`src/smpq_pkg.sv`:
```
// ----------------------------------------------------------------------------
// smpq_pkg
// Shared types for the sorted minimum priority queue: operation codes and
// the control bundle broadcast to every cell of the sorted chain.
// ----------------------------------------------------------------------------
package smpq_pkg;

    typedef enum logic {
        OP_PUSH = 1'b0,
        OP_POP  = 1'b1
    } t_op;

    typedef struct packed {
        logic shift_in;   // insert the new value in order
        logic shift_out;  // drop the head, move everything down
    } t_cell_ctl;

endpackage

```
`src/smpq_cell.sv`:
```
// ----------------------------------------------------------------------------
// smpq_cell
// One slot of the sorted chain. Keeps its value when it is smaller than the
// value being inserted, otherwise takes the new value or its lower
// neighbour's value; on a pop it takes its upper neighbour's value.
// ----------------------------------------------------------------------------
module smpq_cell #(
    parameter int VALUE_WIDTH = 32
) (
    input  logic                          i_clk,
    input  smpq_pkg::t_cell_ctl           i_ctl,
    input  logic                          i_occupied,
    input  logic signed [VALUE_WIDTH-1:0] i_new_value,
    input  logic signed [VALUE_WIDTH-1:0] i_prev_value,
    input  logic                          i_prev_keep,
    input  logic signed [VALUE_WIDTH-1:0] i_next_value,
    output logic signed [VALUE_WIDTH-1:0] o_value,
    output logic                          o_keep
);
    import smpq_pkg::*;

    logic signed [VALUE_WIDTH-1:0] r_value;
    logic signed [VALUE_WIDTH-1:0] n_value;

    assign o_keep  = i_occupied && (r_value < i_new_value);
    assign o_value = r_value;

    always_comb begin
        n_value = r_value;
        if (i_ctl.shift_in) begin
            if (!o_keep) begin
                n_value = i_prev_keep ? i_new_value : i_prev_value;
            end
        end else if (i_ctl.shift_out) begin
            n_value = i_next_value;
        end
    end

    always_ff @(posedge i_clk) begin
        r_value <= n_value;
    end

endmodule

```
`src/sorted_min_priority_queue_core.sv`:
```
// ----------------------------------------------------------------------------
// sorted_min_priority_queue_core
// Sorted minimum priority queue built as a chain of compare-and-shift cells.
// ----------------------------------------------------------------------------
// Input channel: i_in_valid / o_in_stall carry an opcode and a signed value.
// A push inserts the value in ascending order, a pop removes the smallest
// entry. Output channel: o_out_valid / i_out_stall carry one result per
// transfer in: the minimum (zero when empty), a non-empty flag, the entry
// count and a flag for a push refused because all DEPTH slots are in use.
// Every cell updates in the same cycle as the input transfer and the result
// is registered, so one item is taken per cycle while the receiver does not
// stall; the critical path runs through the broadcast compare across the
// chain plus one level of selection in each cell.
// While the receiver stalls, the result is held and o_in_stall is raised, so
// the stored entries do not move. Reset empties the queue and clears the
// output valid; cell contents are left as they are and are never read while
// outside the entry count.
// ----------------------------------------------------------------------------
module sorted_min_priority_queue_core #(
    parameter int DEPTH       = 16,
    parameter int VALUE_WIDTH = 32
) (
    input  logic                                 i_clk,
    input  logic                                 i_rst_n,
    input  logic                                 i_in_valid,
    output logic                                 o_in_stall,
    input  smpq_pkg::t_op                        i_opcode,
    input  logic signed [VALUE_WIDTH-1:0]        i_push_value,
    output logic                                 o_out_valid,
    input  logic                                 i_out_stall,
    output logic signed [VALUE_WIDTH-1:0]        o_min_value,
    output logic                                 o_has_entries,
    output logic [$clog2(DEPTH+1)-1:0]           o_entry_count,
    output logic                                 o_push_dropped
);
    import smpq_pkg::*;

    localparam int CW = $clog2(DEPTH + 1);

    logic [CW-1:0] r_count;
    logic [CW-1:0] n_count;
    logic          r_out_valid;
    logic          n_out_valid;
    logic          r_dropped;
    logic          n_dropped;

    logic          in_xfer;
    logic          full;
    logic          empty;
    t_cell_ctl     cell_ctl;

    logic signed [VALUE_WIDTH-1:0] cell_value [DEPTH];
    logic                          cell_keep  [DEPTH];

    assign in_xfer    = i_in_valid && !o_in_stall;
    assign o_in_stall = r_out_valid && i_out_stall;
    assign full       = (r_count == CW'(DEPTH));
    assign empty      = (r_count == '0);

    always_comb begin
        cell_ctl.shift_in  = in_xfer && (i_opcode == OP_PUSH) && !full;
        cell_ctl.shift_out = in_xfer && (i_opcode == OP_POP) && !empty;
    end

    genvar g;
    generate
        for (g = 0; g < DEPTH; g++) begin : g_cell
            logic signed [VALUE_WIDTH-1:0] prev_value;
            logic signed [VALUE_WIDTH-1:0] next_value;
            logic                          prev_keep;

            if (g == 0) begin : g_head
                assign prev_value = i_push_value;
                assign prev_keep  = 1'b1;
            end else begin : g_body
                assign prev_value = cell_value[g-1];
                assign prev_keep  = cell_keep[g-1];
            end

            if (g == DEPTH - 1) begin : g_tail
                assign next_value = cell_value[g];
            end else begin : g_link
                assign next_value = cell_value[g+1];
            end

            smpq_cell #(
                .VALUE_WIDTH (VALUE_WIDTH)
            ) u_cell (
                .i_clk        (i_clk),
                .i_ctl        (cell_ctl),
                .i_occupied   (r_count > CW'(g)),
                .i_new_value  (i_push_value),
                .i_prev_value (prev_value),
                .i_prev_keep  (prev_keep),
                .i_next_value (next_value),
                .o_value      (cell_value[g]),
                .o_keep       (cell_keep[g])
            );
        end
    endgenerate

    always_comb begin
        n_count     = r_count;
        n_dropped   = r_dropped;
        n_out_valid = r_out_valid && i_out_stall;
        if (cell_ctl.shift_in) begin
            n_count = r_count + 1'b1;
        end else if (cell_ctl.shift_out) begin
            n_count = r_count - 1'b1;
        end
        if (in_xfer) begin
            n_out_valid = 1'b1;
            n_dropped   = (i_opcode == OP_PUSH) && full;
        end
    end

    always_ff @(posedge i_clk) begin
        if (!i_rst_n) begin
            r_count     <= '0;
            r_out_valid <= 1'b0;
        end else begin
            r_count     <= n_count;
            r_out_valid <= n_out_valid;
        end
    end

    always_ff @(posedge i_clk) begin
        r_dropped <= n_dropped;
    end

    assign o_out_valid    = r_out_valid;
    assign o_min_value    = empty ? '0 : cell_value[0];
    assign o_has_entries  = !empty;
    assign o_entry_count  = r_count;
    assign o_push_dropped = r_dropped;

    // count stays within the number of cells
    a_count_range : assert property (@(posedge i_clk) disable iff (!i_rst_n)
        r_count <= CW'(DEPTH))
        else $error("entry count beyond depth");

    // a refused push is only reported with a full store
    a_drop_full : assert property (@(posedge i_clk) disable iff (!i_rst_n)
        (o_out_valid && o_push_dropped) |-> full)
        else $error("push dropped while space left");

    // push into a store with space grows the count by one
    a_push_count : assert property (@(posedge i_clk) disable iff (!i_rst_n)
        cell_ctl.shift_in |=> (r_count == $past(r_count) + 1'b1))
        else $error("push did not grow count");

    // pop from a non-empty store shrinks the count by one
    a_pop_count : assert property (@(posedge i_clk) disable iff (!i_rst_n)
        cell_ctl.shift_out |=> (r_count == $past(r_count) - 1'b1))
        else $error("pop did not shrink count");

    // a push into an empty store becomes the minimum
    a_first_min : assert property (@(posedge i_clk) disable iff (!i_rst_n)
        (cell_ctl.shift_in && empty) |=> (o_min_value == $past(i_push_value)))
        else $error("first pushed value not at head");

endmodule

```
`config.mk`:
```
export PLATFORM = sky130hd
export DESIGN_NAME = sorted_min_priority_queue_core
export DESIGN_NICKNAME = d
export VERILOG_FILES = /design/src/smpq_pkg.sv /design/src/smpq_cell.sv /design/src/sorted_min_priority_queue_core.sv
export SDC_FILE = /design/constraint.sdc
export NUM_CORES = 2
export LEC_CHECK = 0
export BUFFER_PORTS_ARGS = -buffer_cell sky130_fd_sc_hd__buf_2
export CELL_PAD_IN_SITES_DETAIL_PLACEMENT = 1
export CELL_PAD_IN_SITES_GLOBAL_PLACEMENT = 2
export CORE_MARGIN = 2
export CORE_UTILIZATION = 47
export CTS_BUF_LIST = sky130_fd_sc_hd__clkbuf_4 sky130_fd_sc_hd__clkbuf_8
export DETAILED_ROUTE_END_ITERATION = 10
export PLACE_DENSITY = 0.95
export RECOVER_POWER = 50
export SYNTH_ARGS = -nofsm -noshare
export SYNTH_HDL_FRONTEND = slang
export SYNTH_SLANG_ARGS = --single-unit
```
`constraint.sdc`:
```
create_clock -name i_clk -period 9.64 [get_ports i_clk]
set_input_delay 1.446 -clock i_clk [delete_from_list [all_inputs] [get_ports i_clk]]
set_output_delay 1.446 -clock i_clk [all_outputs]
set_load 0.02 [all_outputs]
```
==> results.tsv <==
metric	value	unit
outcome	complete, but fails checks	
violations	capacitance limit, slew limit	
pin_count	78	
yosys_warnings	0	
setup_viol	0	
synth-edff-count	513	
cp-end-kind	flip-flop	
finalClockSkew	0.0366	ns
grt_pass1_wl	192000	um
die_w	284	um
peakVddDrop	0.000150	V
num_vias	30300	
fmax	0.142	GHz
place_congestion	0.915	
yosysTopAreaCell	edfxtp_1	
die_area	80800	um2
power_density	175	nW/um2
cts_buffer_depth	3	
clock-sinks	519	
crit_fanout	65	
cp_top_family	buffers and inverters	
wl_per_cell	25.9	um
grt_util_all_layers	0.302	
grt_max_degree	182	
route.detailed.drc	0	
drv_cap	16	
cp.buffers_inverters	4	
yosysTopAreaCellShare	0.417	
critPathMaxStageDelay	2.16	ns
synth_ff_type	edfxtp_1	
cp-start-kind	primary input	
cts_tree	done	
drive_gt1_frac	0.0824	
clk_pin_slew	0.06	ns
cts_setup_buffers	0	
fp.dieH	284	um
cts_buffers	98	
final.period_utilization	0.732	
relSlewSlack	-1.25	
switchingPower	2.42	mW
power_frac_clock	0.310	
syn_avg_cell_area	10.1	um2
hold_violations	0	
drt_iter0_drc	2305	
power.leakage	15.6	nW
root_buffer	clkbuf_8	
period_minus_slack	7.06	ns
ys_top_cells_by_area	edfxtp_1, ha_1, mux2i_1, nand2_1, o211ai_1	
dpl.hpwl	90300	um
whs	0.598	ns
finalMaxSlewViolations	683	
ant_nets	0	
p_int	4.54	mW
syn_inst	3646	
area_growth	7.82	%
initial_core_util	0.476	
hold_path.class	flip-flop to flip-flop	
synth-seq-area-share	0.421	
viasPerCell	6.36	
fp.coreArea	77600	um2
syn-num-nets	4184	
routed_wl	124000	um
tns	0	ns
p_comb_frac	0.245	
arrival	7.41	ns
async_flop_share	0	
portBuffers	77	
rsz0062_at_grt	no	
p_sw_frac	0.348	
clk_latency	0.74	ns
fin_nets	4185	
worst_slew_pin_slew	3.37	ns
hold_buffers	0	
crit_required	9.99	ns
placement_rows	102	
cp_slowest_cell	clkbuf_1	
grt_pass1_vias	32200	
critPathKind	primary input to flip-flop	
cts.repair.resized	0	
cts_max_level	3	
antenna_found_initial	2	
grt_overflow	0	
ys_ff_latch	519	
drt_pass1_iterations	5	
seq_power_share	0.446	
syn_area	36900	um2
critical_path.cell_chain	clkbuf_1, inv_1, ha_1, a21oi_1, o21ai_0, nor3_1, a21oi_1, a31oi_1, mux2i_4, clkbuf_1, nand2_1, nand2_1, buf_4	
fin_util	0.513	
netlist-cell-type-count	66	
## per-stage QoR
stage | power, mW | setup WS (ns) | instances | area (um2)
final | 6.96 | 2.58 | 4767 | 39800
after CTS | 6.96 | 4.39 | 4766 | 39900
after global placement | 4.71 | 3.67 | 4587 | 38100
after detailed placement | 4.81 | 3.64 | 4587 | 38100
after floorplan | 4.18 | 3.08 | 3646 | 36900
after global routing | 7.28 | 2.20 | 4767 | 39800
## cells in the final DEF (no fill, tap or decap), types with 17 or more instances in the layout
master      n
nor3_1     19
ha_1      501
and2_1     35
nand4_1    60
a211oi_1   25
clkbuf_4   20
nand3_1   264
clkbuf_8   99
nor2b_1    17
mux2i_1   220
o211ai_1  242
a21oi_1   289
inv_1      52
o21ai_1    22
nand2_1   525
buf_2      67
a21o_1     63
nor2_1    199
mux2_4     29
clkbuf_1   25
clkinv_2   23
buf_4      30
edfxtp_1  513
clkinv_1   33
o21ai_0   149
## area by class of cell
| type | instances | area (um2) |
|---|---|---|
| tap | 1040 | 1300 |
| clock inverter | 60 | 318 |
| antenna | 1 | 2.50 |
| inverter | 53 | 199 |
| fill | 8734 | 37800 |
| clock buffer | 119 | 1510 |
| timing repair buffer | 125 | 714 |
| sequential | 519 | 15500 |
| multi-input combinational | 2850 | 20200 |
## registers in the layout, summed over array words and instances (netlist names)
signal	cells
g_cell.u_cell.o_value	512
o_entry_count	5
o_out_valid	1
o_push_dropped	1
## cells in the mapped netlist, types with 12 or more instances
cell type and number:
inv_1 52, ha_1 501, buf_4 13, buf_1 26, nor3_1 20, edfxtp_1 513
o21a_1 13, o21ai_1 24, nand4_1 60, nand2b_1 13, clkbuf_1 114, a31oi_1 12
a211oi_1 25, mux2_4 29, a21oi_1 291, mux2i_1 225, buf_6 21, buf_2 50
a21o_1 63, nor2b_1 17, o211ai_1 242, nand3_1 264, and2_1 38, o21ai_0 154
nand2_1 526, nor2_1 199
## routing by layer
layer | track usage | vias to the layer above | part of all wire
met1 | 0.387 | 15200 | 0.42
met4 | 0.109 | 2 | 0.036
met5 | 0 | - | 0.00011
met2 | 0.527 | 877 | 0.50
li1 | - | 13900 | -
met3 | 0.0340 | 279 | 0.043
## worst min-delay path, stage by stage, from the launching register on
cell,delay (ns)
dfxtp_1,0.33
nand2_1,0.07
inv_1,0.07
o21a_1,0.10
## final timing paths
kind / slack [ns] / cells past startpoint / from / to
max: 2.58 / 13 / i_push_value[5] / g_cell[9].u_cell.o_value[2]
min: 0.60 / 3 / o_out_valid / o_out_valid
max reg2reg: 3.61 / 6 / o_entry_count[4] / g_cell[8].u_cell.o_value[10]
min reg2reg: 0.60 / 3 / o_out_valid / o_out_valid
## power groups by stage
stage / clock [mW] / sequential, mW / combinational [mW]
floorplan: 0 / 3.03 / 1.15
global placement: 0 / 3.14 / 1.58
detailed placement: 0 / 3.14 / 1.68
CTS: 2.18 / 3.09 / 1.69
global route: 2.26 / 3.13 / 1.89
finish: 2.16 / 3.10 / 1.70
## cells by family after synthesis
kind of cell,count (synthesis),synth area share
buf+inv,277,0.0355
fa+ha+maj,501,0.170
flops,519,0.421
mux,261,0.0753
xor+xnor,3,0.000712
compound gates,894,0.153
simple gates,1191,0.145
Note: power is estimated with default switching activity, not from simulation.
